`config.mk`:
```
export PLATFORM = sky130hd
export DESIGN_NAME = md5_stream_hasher_flat
export DESIGN_NICKNAME = d
export VERILOG_FILES = /design/src/md5_pkg.sv /design/src/md5_if.sv /design/src/md5_front.sv /design/src/md5_back.sv /design/src/md5_stream_hasher.sv /design/src/flat_wrapper.sv
export SDC_FILE = /design/constraint.sdc
export NUM_CORES = 2
export LEC_CHECK = 0
export BUFFER_PORTS_ARGS = -buffer_cell sky130_fd_sc_hd__buf_2
export CORE_AREA = 2 2 369 371
export CTS_CLUSTER_SIZE = 24
export DETAILED_ROUTE_END_ITERATION = 8
export DIE_AREA = 0 0 371 373
export PLACE_DENSITY = 0.72
export RECOVER_POWER = 100
export SETUP_SLACK_MARGIN = 0.4
export SYNTH_ARGS = -nofsm -noshare
export SYNTH_HDL_FRONTEND = slang
export SYNTH_HIERARCHICAL = 1
export SYNTH_SLANG_ARGS = --single-unit
```
`constraint.sdc`:
```
create_clock -name i_clk -period 16.7 [get_ports i_clk]
set_input_delay 2.505 -clock i_clk [delete_from_list [all_inputs] [get_ports i_clk]]
set_output_delay 2.505 -clock i_clk [all_outputs]
set_load 0.005 [all_outputs]
```
`src/md5_pkg.sv`:
```
// package for the md5 stream hasher: constants, types, round tables
// no dependencies
`default_nettype none
package md5_pkg;
    localparam int unsigned QueueDepth = 4;
    localparam logic [31:0] InitA = 32'h67452301;
    localparam logic [31:0] InitB = 32'hefcdab89;
    localparam logic [31:0] InitC = 32'h98badcfe;
    localparam logic [31:0] InitD = 32'h10325476;

    // queue entry handed from front to back
    typedef struct packed {
        logic       has_byte;
        logic [7:0] data;
        logic       last;
    } t_cmd;

    typedef struct packed {
        logic [31:0] a;
        logic [31:0] b;
        logic [31:0] c;
        logic [31:0] d;
    } t_digest;

    typedef enum logic [2:0] {
        ST_IDLE,
        ST_PAD80,
        ST_PADZ,
        ST_LEN,
        ST_ROUND,
        ST_OUT
    } t_state;

    function automatic logic [31:0] round_add(input logic [5:0] k);
        logic [31:0] t [64];
        t = '{
            32'hd76aa478, 32'he8c7b756, 32'h242070db, 32'hc1bdceee,
            32'hf57c0faf, 32'h4787c62a, 32'ha8304613, 32'hfd469501,
            32'h698098d8, 32'h8b44f7af, 32'hffff5bb1, 32'h895cd7be,
            32'h6b901122, 32'hfd987193, 32'ha679438e, 32'h49b40821,
            32'hf61e2562, 32'hc040b340, 32'h265e5a51, 32'he9b6c7aa,
            32'hd62f105d, 32'h02441453, 32'hd8a1e681, 32'he7d3fbc8,
            32'h21e1cde6, 32'hc33707d6, 32'hf4d50d87, 32'h455a14ed,
            32'ha9e3e905, 32'hfcefa3f8, 32'h676f02d9, 32'h8d2a4c8a,
            32'hfffa3942, 32'h8771f681, 32'h6d9d6122, 32'hfde5380c,
            32'ha4beea44, 32'h4bdecfa9, 32'hf6bb4b60, 32'hbebfbc70,
            32'h289b7ec6, 32'heaa127fa, 32'hd4ef3085, 32'h04881d05,
            32'hd9d4d039, 32'he6db99e5, 32'h1fa27cf8, 32'hc4ac5665,
            32'hf4292244, 32'h432aff97, 32'hab9423a7, 32'hfc93a039,
            32'h655b59c3, 32'h8f0ccc92, 32'hffeff47d, 32'h85845dd1,
            32'h6fa87e4f, 32'hfe2ce6e0, 32'ha3014314, 32'h4e0811a1,
            32'hf7537e82, 32'hbd3af235, 32'h2ad7d2bb, 32'heb86d391};
        return t[k];
    endfunction

    function automatic logic [4:0] rot_amount(input logic [3:0] i);
        logic [4:0] t [16];
        t = '{5'd7, 5'd12, 5'd17, 5'd22, 5'd5, 5'd9, 5'd14, 5'd20,
              5'd4, 5'd11, 5'd16, 5'd23, 5'd6, 5'd10, 5'd15, 5'd21};
        return t[i];
    endfunction
endpackage
`default_nettype wire

```
`src/md5_if.sv`:
```
// valid/ready channel interfaces for the md5 stream hasher
// no dependencies
`default_nettype none
interface md5_in_if;
    logic       valid;
    logic       ready;
    logic [7:0] data_byte;
    logic       byte_valid;
    logic       last;
    modport source (output valid, data_byte, byte_valid, last, input ready);
    modport sink (input valid, data_byte, byte_valid, last, output ready);
endinterface

interface md5_out_if;
    logic        valid;
    logic        ready;
    logic [31:0] digest_word_a;
    logic [31:0] digest_word_b;
    logic [31:0] digest_word_c;
    logic [31:0] digest_word_d;
    modport source (output valid, digest_word_a, digest_word_b, digest_word_c,
                    digest_word_d, input ready);
    modport sink (input valid, digest_word_a, digest_word_b, digest_word_c,
                  digest_word_d, output ready);
endinterface
`default_nettype wire

```
`src/md5_front.sv`:
```
// front end: accepts input items, drops empty ones, queues commands
// depends on md5_pkg
`default_nettype none
module md5_front
    import md5_pkg::*;
#(
    parameter int unsigned DEPTH = QueueDepth
) (
    input  wire  i_clk,
    input  wire  i_rst_n,
    input  wire  i_valid,
    output logic o_ready,
    input  t_cmd i_cmd,
    output logic o_cmd_valid,
    input  wire  i_cmd_pop,
    output t_cmd o_cmd
);
    localparam int unsigned AW = (DEPTH > 1) ? $clog2(DEPTH) : 1;

    t_cmd            r_q [DEPTH];
    logic [AW-1:0]   r_wp, r_rp;
    logic [AW:0]     r_cnt;
    logic            push;

    assign o_ready     = (r_cnt != AW'(0) + (AW+1)'(DEPTH));
    // items with neither byte nor last carry no work
    assign push        = i_valid && o_ready && (i_cmd.has_byte || i_cmd.last);
    assign o_cmd_valid = (r_cnt != '0);
    assign o_cmd       = r_q[r_rp];

    // queue storage
    always_ff @(posedge i_clk) begin
        if (push) r_q[r_wp] <= i_cmd;
    end

    // queue pointers
    always_ff @(posedge i_clk) begin
        if (!i_rst_n) begin
            r_wp  <= '0;
            r_rp  <= '0;
            r_cnt <= '0;
        end else begin
            if (push) r_wp <= (r_wp == AW'(DEPTH - 1)) ? '0 : r_wp + 1'b1;
            if (i_cmd_pop) r_rp <= (r_rp == AW'(DEPTH - 1)) ? '0 : r_rp + 1'b1;
            r_cnt <= r_cnt + (AW+1)'(push) - (AW+1)'(i_cmd_pop);
        end
    end
endmodule
`default_nettype wire

```
`src/md5_back.sv`:
```
// back end: block packing, padding, 64-round compression, digest register
// depends on md5_pkg
`default_nettype none
module md5_back
    import md5_pkg::*;
(
    input  wire     i_clk,
    input  wire     i_rst_n,
    input  wire     i_cmd_valid,
    input  t_cmd    i_cmd,
    output logic    o_cmd_pop,
    output logic    o_valid,
    input  wire     i_ready,
    output t_digest o_digest
);
    t_state       r_state, n_state;
    logic [31:0]  r_blk [16];
    logic [31:0]  r_ch [4];
    logic [31:0]  r_a, r_b, r_c, r_d;
    logic [63:0]  r_len;
    logic [5:0]   r_fill;
    logic [5:0]   r_rnd;
    logic         r_final;
    logic         r_ovalid;
    t_digest      r_dig;

    // block that ended on a byte carrying last still owes padding;
    // block that ended on the marker or a zero pad owes zeros up to length
    logic         r_pend_last, r_pad_more;

    // byte write request from the sequencer
    logic         wr_en;
    logic [7:0]   wr_byte;
    logic         start_rnd;
    logic         len_wr;
    logic         finish;

    // round function
    logic [1:0]   ph;
    logic [31:0]  f;
    logic [3:0]   g;
    logic [31:0]  sum, rot;
    logic [4:0]   sh;

    always_comb begin
        ph = r_rnd[5:4];
        unique case (ph)
            2'd0: begin f = (r_b & r_c) | (~r_b & r_d); g = r_rnd[3:0]; end
            2'd1: begin
                f = (r_b & r_d) | (r_c & ~r_d);
                g = 4'(r_rnd[3:0] * 3'd5 + 4'd1);
            end
            2'd2: begin f = r_b ^ r_c ^ r_d; g = 4'(r_rnd[3:0] * 2'd3 + 4'd5); end
            default: begin f = r_c ^ (r_b | ~r_d); g = 4'(r_rnd[3:0] * 3'd7); end
        endcase
        sum = r_a + f + round_add(r_rnd) + r_blk[g];
        sh  = rot_amount({ph, r_rnd[1:0]});
        rot = (sum << sh) | (sum >> (6'd32 - {1'b0, sh}));
    end

    // sequencer
    always_comb begin
        n_state   = r_state;
        o_cmd_pop = 1'b0;
        wr_en     = 1'b0;
        wr_byte   = 8'h00;
        start_rnd = 1'b0;
        len_wr    = 1'b0;
        finish    = 1'b0;
        unique case (r_state)
            ST_IDLE: begin
                if (i_cmd_valid) begin
                    o_cmd_pop = 1'b1;
                    if (i_cmd.has_byte) begin
                        wr_en   = 1'b1;
                        wr_byte = i_cmd.data;
                        if (r_fill == 6'd63) begin
                            start_rnd = 1'b1;
                            n_state   = ST_ROUND;
                        end else if (i_cmd.last) begin
                            n_state = ST_PAD80;
                        end
                    end else begin
                        n_state   = ST_PAD80;
                    end
                end
            end
            ST_PAD80: begin
                wr_en   = 1'b1;
                wr_byte = 8'h80;
                if (r_fill == 6'd63) begin
                    start_rnd = 1'b1;
                    n_state   = ST_ROUND;
                end else if (r_fill == 6'd55) begin
                    n_state = ST_LEN;
                end else begin
                    n_state = ST_PADZ;
                end
            end
            ST_PADZ: begin
                wr_en = 1'b1;
                if (r_fill == 6'd63) begin
                    start_rnd = 1'b1;
                    n_state   = ST_ROUND;
                end else if (r_fill == 6'd55) begin
                    n_state = ST_LEN;
                end
            end
            ST_LEN: begin
                len_wr    = 1'b1;
                start_rnd = 1'b1;
                n_state   = ST_ROUND;
            end
            ST_ROUND: begin
                if (r_rnd == 6'd63) begin
                    if (r_final) n_state = ST_OUT;
                    else if (r_pend_last) n_state = ST_PAD80;
                    else if (r_pad_more) n_state = (r_fill == 6'd56) ? ST_LEN : ST_PADZ;
                    else n_state = ST_IDLE;
                end
            end
            ST_OUT: begin
                if (!r_ovalid || i_ready) begin
                    finish  = 1'b1;
                    n_state = ST_IDLE;
                end
            end
            default: n_state = ST_IDLE;
        endcase
    end

    always_ff @(posedge i_clk) begin
        if (!i_rst_n) begin
            r_state     <= ST_IDLE;
            r_fill      <= '0;
            r_len       <= '0;
            r_rnd       <= '0;
            r_final     <= 1'b0;
            r_pend_last <= 1'b0;
            r_pad_more  <= 1'b0;
            r_ovalid    <= 1'b0;
            r_ch[0] <= InitA; r_ch[1] <= InitB; r_ch[2] <= InitC; r_ch[3] <= InitD;
        end else begin
            r_state <= n_state;
            if (finish) r_ovalid <= 1'b1;
            else if (o_valid && i_ready) r_ovalid <= 1'b0;
            // byte packing, little-endian
            if (wr_en) begin
                r_fill <= r_fill + 6'd1;
                if (r_state == ST_IDLE) r_len <= r_len + 64'd8;
            end
            if (start_rnd) begin
                r_rnd       <= '0;
                r_final     <= len_wr;
                r_pend_last <= (r_state == ST_IDLE) && i_cmd.last;
                r_pad_more  <= (r_state == ST_PAD80) || (r_state == ST_PADZ);
            end
            if (r_state == ST_ROUND) begin
                r_rnd <= r_rnd + 6'd1;
                if (r_rnd == 6'd63) begin
                    r_ch[0] <= r_ch[0] + r_d;
                    r_ch[1] <= r_ch[1] + r_b + rot;
                    r_ch[2] <= r_ch[2] + r_b;
                    r_ch[3] <= r_ch[3] + r_c;
                    r_pend_last <= 1'b0;
                    r_pad_more  <= 1'b0;
                end
            end
            if (finish) begin
                r_dig    <= '{a: r_ch[0], b: r_ch[1], c: r_ch[2], d: r_ch[3]};
                r_ch[0] <= InitA; r_ch[1] <= InitB; r_ch[2] <= InitC; r_ch[3] <= InitD;
                r_len   <= '0;
                r_fill  <= '0;
                r_final <= 1'b0;
            end
        end
    end

    // block store and working words
    always_ff @(posedge i_clk) begin
        if (wr_en) begin
            unique case (r_fill[1:0])
                2'd0: r_blk[r_fill[5:2]] <= {24'h0, wr_byte};
                2'd1: r_blk[r_fill[5:2]][15:8] <= wr_byte;
                2'd2: r_blk[r_fill[5:2]][23:16] <= wr_byte;
                default: r_blk[r_fill[5:2]][31:24] <= wr_byte;
            endcase
        end
        if (len_wr) begin
            r_blk[14] <= r_len[31:0];
            r_blk[15] <= r_len[63:32];
        end
        if (start_rnd) begin
            r_a <= r_ch[0]; r_b <= r_ch[1]; r_c <= r_ch[2]; r_d <= r_ch[3];
        end else if (r_state == ST_ROUND) begin
            r_a <= r_d;
            r_d <= r_c;
            r_c <= r_b;
            r_b <= r_b + rot;
        end
    end

    assign o_valid  = r_ovalid;
    assign o_digest = r_dig;
endmodule
`default_nettype wire

```
`src/md5_stream_hasher.sv`:
```
// top level of the md5 stream hasher: front queue plus compression back end
// depends on md5_pkg, md5_if, md5_front, md5_back
//
// usage:
//  - input channel carries one item: data_byte, byte_valid and last
//  - output channel carries one digest (words a..d) per message, after last
//  - bytes are taken one per cycle into a four-entry queue while it has room;
//    the back end packs one byte a cycle while it is idle, and runs a full
//    block one round per cycle on a single shared round unit
//  - a message is handled as: its bytes, then the padding bytes at one per
//    cycle, then the length field, each block compressed as it fills, and
//    at last the digest loaded into the output register
//  - items with neither a byte nor last are dropped without a result
//  - the input stalls while the queue is full during compression
//  - when the receiver stalls, the digest stays in the output register; the
//    next message still streams in and is compressed, and its digest waits
//    in the back end, holding off later items, until the register frees
//  - reset loads the md5 initial chaining words and clears the length,
//    fill count, queue and output valid; no clearing pass is needed
//
`default_nettype none
module md5_stream_hasher
    import md5_pkg::*;
#(
    parameter int unsigned QUEUE_DEPTH = QueueDepth
) (
    input  wire         i_clk,
    input  wire         i_rst_n,
    md5_in_if.sink      in_ch,
    md5_out_if.source   out_ch
);
    t_cmd    cmd_in, cmd_q;
    logic    cmd_valid, cmd_pop;
    t_digest dig;

    assign cmd_in = '{has_byte: in_ch.byte_valid, data: in_ch.data_byte,
                      last: in_ch.last};

    md5_front #(.DEPTH(QUEUE_DEPTH)) u_front (
        .i_clk      (i_clk),
        .i_rst_n    (i_rst_n),
        .i_valid    (in_ch.valid),
        .o_ready    (in_ch.ready),
        .i_cmd      (cmd_in),
        .o_cmd_valid(cmd_valid),
        .i_cmd_pop  (cmd_pop),
        .o_cmd      (cmd_q)
    );

    md5_back u_back (
        .i_clk      (i_clk),
        .i_rst_n    (i_rst_n),
        .i_cmd_valid(cmd_valid),
        .i_cmd      (cmd_q),
        .o_cmd_pop  (cmd_pop),
        .o_valid    (out_ch.valid),
        .i_ready    (out_ch.ready),
        .o_digest   (dig)
    );

    assign out_ch.digest_word_a = dig.a;
    assign out_ch.digest_word_b = dig.b;
    assign out_ch.digest_word_c = dig.c;
    assign out_ch.digest_word_d = dig.d;
endmodule
`default_nettype wire

```
`src/flat_wrapper.sv`:
```
// flat-port wrapper written by rule: the top's interface ports become plain ports
module md5_stream_hasher_flat import md5_pkg::*;
#(
    parameter int unsigned QUEUE_DEPTH = QueueDepth
)
  (i_clk, i_rst_n, in_ch_valid, in_ch_data_byte, in_ch_byte_valid, in_ch_last, in_ch_ready, out_ch_valid, out_ch_digest_word_a, out_ch_digest_word_b, out_ch_digest_word_c, out_ch_digest_word_d, out_ch_ready);
  md5_in_if in_ch_i ();
  md5_out_if out_ch_i ();
  input  wire i_clk;
  input  wire i_rst_n;
  input wire logic [$bits(in_ch_i.valid)-1:0] in_ch_valid;
  input wire logic [$bits(in_ch_i.data_byte)-1:0] in_ch_data_byte;
  input wire logic [$bits(in_ch_i.byte_valid)-1:0] in_ch_byte_valid;
  input wire logic [$bits(in_ch_i.last)-1:0] in_ch_last;
  output wire logic [$bits(in_ch_i.ready)-1:0] in_ch_ready;
  output wire logic [$bits(out_ch_i.valid)-1:0] out_ch_valid;
  output wire logic [$bits(out_ch_i.digest_word_a)-1:0] out_ch_digest_word_a;
  output wire logic [$bits(out_ch_i.digest_word_b)-1:0] out_ch_digest_word_b;
  output wire logic [$bits(out_ch_i.digest_word_c)-1:0] out_ch_digest_word_c;
  output wire logic [$bits(out_ch_i.digest_word_d)-1:0] out_ch_digest_word_d;
  input wire logic [$bits(out_ch_i.ready)-1:0] out_ch_ready;
  assign in_ch_i.valid = in_ch_valid;
  assign in_ch_i.data_byte = in_ch_data_byte;
  assign in_ch_i.byte_valid = in_ch_byte_valid;
  assign in_ch_i.last = in_ch_last;
  assign in_ch_ready = in_ch_i.ready;
  assign out_ch_valid = out_ch_i.valid;
  assign out_ch_digest_word_a = out_ch_i.digest_word_a;
  assign out_ch_digest_word_b = out_ch_i.digest_word_b;
  assign out_ch_digest_word_c = out_ch_i.digest_word_c;
  assign out_ch_digest_word_d = out_ch_i.digest_word_d;
  assign out_ch_i.ready = out_ch_ready;
  md5_stream_hasher #(.QUEUE_DEPTH(QUEUE_DEPTH)) u_core (.i_clk(i_clk), .i_rst_n(i_rst_n), .in_ch(in_ch_i), .out_ch(out_ch_i));
endmodule
```
==> impl_metrics.json <==
{
  "nets": 6160,
  "hp-class": "flip-flop to flip-flop",
  "violations": "capacitance limit, slew limit",
  "grt.met1_usage_pct": 40.0,
  "dr.pass1.iters": 9,
  "numCtsBuffers": 105,
  "yosys_register_bits": 1025,
  "fin_crit_sh_pct": 84.0,
  "coreArea_um2": 135000,
  "cp.arrival_ns": 14.43,
  "dr_total_vias": 47788,
  "cts_resized": 0,
  "die_y_um": 373,
  "ys_types": 99,
  "end_kind": "flip-flop",
  "setup_viol": 0,
  "period_minus_slack_ns": 14.03,
  "cpPeakStageDelay_ns": 1.61,
  "worstSetupPathType": "flip-flop to flip-flop",
  "r2r_cells": 40,
  "wl_per_cell_um": 25.8,
  "synth.area.mux_share_pct": 7.34,
  "port_buffers": 143,
  "utilization_pct": 49.1,
  "drive_above_1_share_pct": 8.53,
  "initial_utilization_pct": 44.7,
  "required_ns": 17.10,
  "r2r_slack_ns": 2.67,
  "fmaxAchievable_mhz": 71.3,
  "grt_usage_pct": 28.0,
  "wirelength_mm": 198,
  "grt_max_degree": 113,
  "start_kind": "flip-flop",
  "slew_headroom_pct": -165,
  "viasPerCell": 6.21,
  "io_pins": 144,
  "fin_setup_tns_ns": 0,
  "fp.dieW_um": 371,
  "drc": 0,
  "synth-simple-area-share_pct": 13.7,
  "fill_cells": 12025,
  "htree_levels": 3,
  "syn-cell-area_um2": 60200,
  "async_flop_share_pct": 0,
  "cts_tree": "done",
  "dr.first_iter.drc_count": 6406,
  "min-delay-start": "u_core/u_back/r_ch[1][16]",
  "synthXorXnorAreaFrac_pct": 3.75,
  "synth_top_family_by_area": "compound AO/OA/AOI/OAI gates",
  "cp_num_buf_inv": 5,
  "syn_area_per_cell_um2": 10.4,
  "insertion_delay_ns": 0.78,
  "antenna_found_initial": 8,
  "synth_top_area_share_pct": 43.3,
  "die-area_um2": 138000,
  "status": "complete, but fails checks",
  "critPathMaxFanout": 112,
  "synth-compound-area-share_pct": 14.6,
  "netlist.top_cell.by_area": "edfxtp_1",
  "gr-usage-met3_pct": 7.37,
  "synthCells": 5802,
  "ys.flop_type": "edfxtp_1",
  "yosys.area_share.adder_pct": 8.01,
  "worst_pin_slew_ns": 3.98,
  "postRouteAntennaNets": 0,
  "grt_pass1_vias": 44368,
  "crit-reg2reg-launch": "u_core/u_back/r_rnd[4]",
  "grt_pass1_wl_mm": 291,
  "synthToLayoutAreaGrowth_pct": 9.67,
  "cp_top_family": "compound AO/OA/AOI/OAI gates",
  "hpwlAfterDp_mm": 145,
  "cts_hold_buf": 0,
  "cts_buffer_depth": 3,
  "hold_depth": 0,
  "synth_fp_nets": 6141,
  "grt.met2_usage_pct": 40.3,
  "max_cap_violations": 23,
  "grt_overflow": 0,
  "synthTopCellsByArea": "edfxtp_1, mux4_2, nand2_1",
  "clock_sinks": 1025,
  "rsz0062_at_grt": "no",
  "gp_congestion": 1.05,
  "hold_violations": 0,
  "grt_busiest_layer": "met2",
  "ys_seq_area_share_pct": 48.5,
  "drv_slew": 1003,
  "synth-edff-count": 869,
  "rows": 135,
  "critPathSlowestCell": "dfxtp_1",
  "critical_path.startpoint": "u_core/u_back/r_rnd[4]",
  "yosysWarnings": 6,
  "clockRootBuffer": "clkbuf_16",
  "cp_num_cells": 40,
  "final.setup_skew_ns": 0.0400,
  "cts_setup_buffers": 0,
  "clk_pin_slew_ns": 0.07
}
[through the flow]
stage,setup WS [ns],std cells,hold slack (ns),instance area (µm²)
finish,2.67,7696,0.452,66000
global route,1.75,7694,0.475,66000
CTS,4.36,7693,0.456,66300
detailed placement,4.39,7495,0.452,62700
global placement,4.55,7495,0.441,62700
floorplan,6.14,5802,0.426,60200
[cell type report]
type,instances,area [µm²],share of cell area (%)
multi-input cells,4122,28600,43.3
repair buffers,218,1090,1.65
clock inverters,64,721,1.09
well taps,1781,2230,3.37
clock buffers,134,2850,4.31
diodes,3,7.51,0.0114
inverters,349,1310,1.99
flip-flops and latches,1025,29200,44.3
[Yosys cell counts, drive strengths merged, types with 10 or more instances]
library cell,instances
clkbuf,238
and2,46
a21boi,16
o31ai,18
nor2b,30
nor3,89
and3,40
mux2,15
nand2,911
nand4,29
dfxtp,156
buf,68
o21ai,388
mux2i,69
a221oi,20
edfxtp,869
xnor2,111
ha,224
a21oi,376
nand3,159
a2111oi,15
a31o,10
a211oi,62
inv,347
fa,101
or3,32
o221ai,10
o211ai,40
nand2b,44
xor2,141
o311ai,10
o21bai,19
a221o,11
a211o,10
a21o,103
nor2,463
o22ai,29
o21a,40
a31oi,110
a311oi,40
mux4,158
nor3b,13
[registers in the layout, summed over array words and instances (netlist names), named ones only]
| name | flops |
|---|---|
| u_core/u_back/r_fill | 6 |
| u_core/u_back/r_rnd | 6 |
| u_core/u_back/r_b | 32 |
| u_core/u_back/r_pend_last | 1 |
| u_core/u_back/r_ch | 128 |
| u_core/u_front/r_q | 40 |
| u_core/u_back/r_pad_more | 1 |
| u_core/u_back/r_final | 1 |
| u_core/u_back/r_len | 61 |
| u_core/u_back/r_a | 32 |
| u_core/u_back/o_digest | 128 |
| u_core/u_front/r_rp | 2 |
| u_core/u_front/r_cnt | 3 |
| u_core/u_back/r_state | 3 |
| u_core/u_back/o_valid | 1 |
| u_core/u_back/r_d | 32 |
| u_core/u_back/r_c | 32 |
| u_core/u_front/r_wp | 2 |
| u_core/u_back/r_blk | 512 |
[cells by family (layout without fill, tap and decap cells)]
| group | count (synthesis) | after routing |
|---|---|---|
| AOI/OAI and AO/OA | 1397 | 1397 |
| xor gates and xnor gates | 254 | 254 |
| adders and majority gates | 325 | 325 |
| buffers and inverters | 655 | 765 |
| DFF | 1025 | 1025 |
| muxes | 242 | 242 |
| other | 0 | 3 |
| and+or+nand+nor | 1904 | 1904 |
[metal layers]
metal | vias up | routed length (µm)
met1 | 23380 | 81400
met4 | 4 | 8750
met2 | 2820 | 84500
met3 | 427 | 23600
li1 | 21157 | -
met5 | - | 22
[final timing paths]
kind | to
setup / recovery | u_core/u_back/r_ch[1][29]
hold / removal | u_core/u_back/o_digest[80]
setup reg to reg | u_core/u_back/r_ch[1][29]
hold reg to reg | u_core/u_back/o_digest[80]
[placed cells by master (no fill, tap or decap), types with 29 or more instances in the layout]
master | synthesis | routed
a211oi_1 | 61 | 61
a21o_1 | 103 | 103
a21oi_1 | 375 | 374
a311oi_1 | 40 | 40
a31oi_1 | 110 | 109
and3_1 | 40 | 39
buf_2 | 14 | 59
buf_4 | 0 | 44
clkbuf_1 | 238 | 133
clkbuf_16 | 0 | 107
dfxtp_1 | 156 | 153
edfxtp_1 | 869 | 869
fa_1 | 101 | 101
ha_1 | 224 | 224
inv_1 | 343 | 341
mux2i_1 | 69 | 69
mux4_2 | 158 | 158
nand2_1 | 911 | 910
nand2b_1 | 44 | 44
nand3_1 | 159 | 159
nand4_1 | 29 | 29
nor2_1 | 463 | 462
nor2b_1 | 30 | 30
nor3_1 | 88 | 88
o211ai_1 | 40 | 40
o21a_1 | 40 | 40
o21ai_0 | 377 | 382
or3_1 | 31 | 31
xnor2_1 | 110 | 107
xor2_1 | 141 | 141
Power is not shown: default switching activity piles up to over one toggle a cycle in this logic, so the estimate is an artifact.
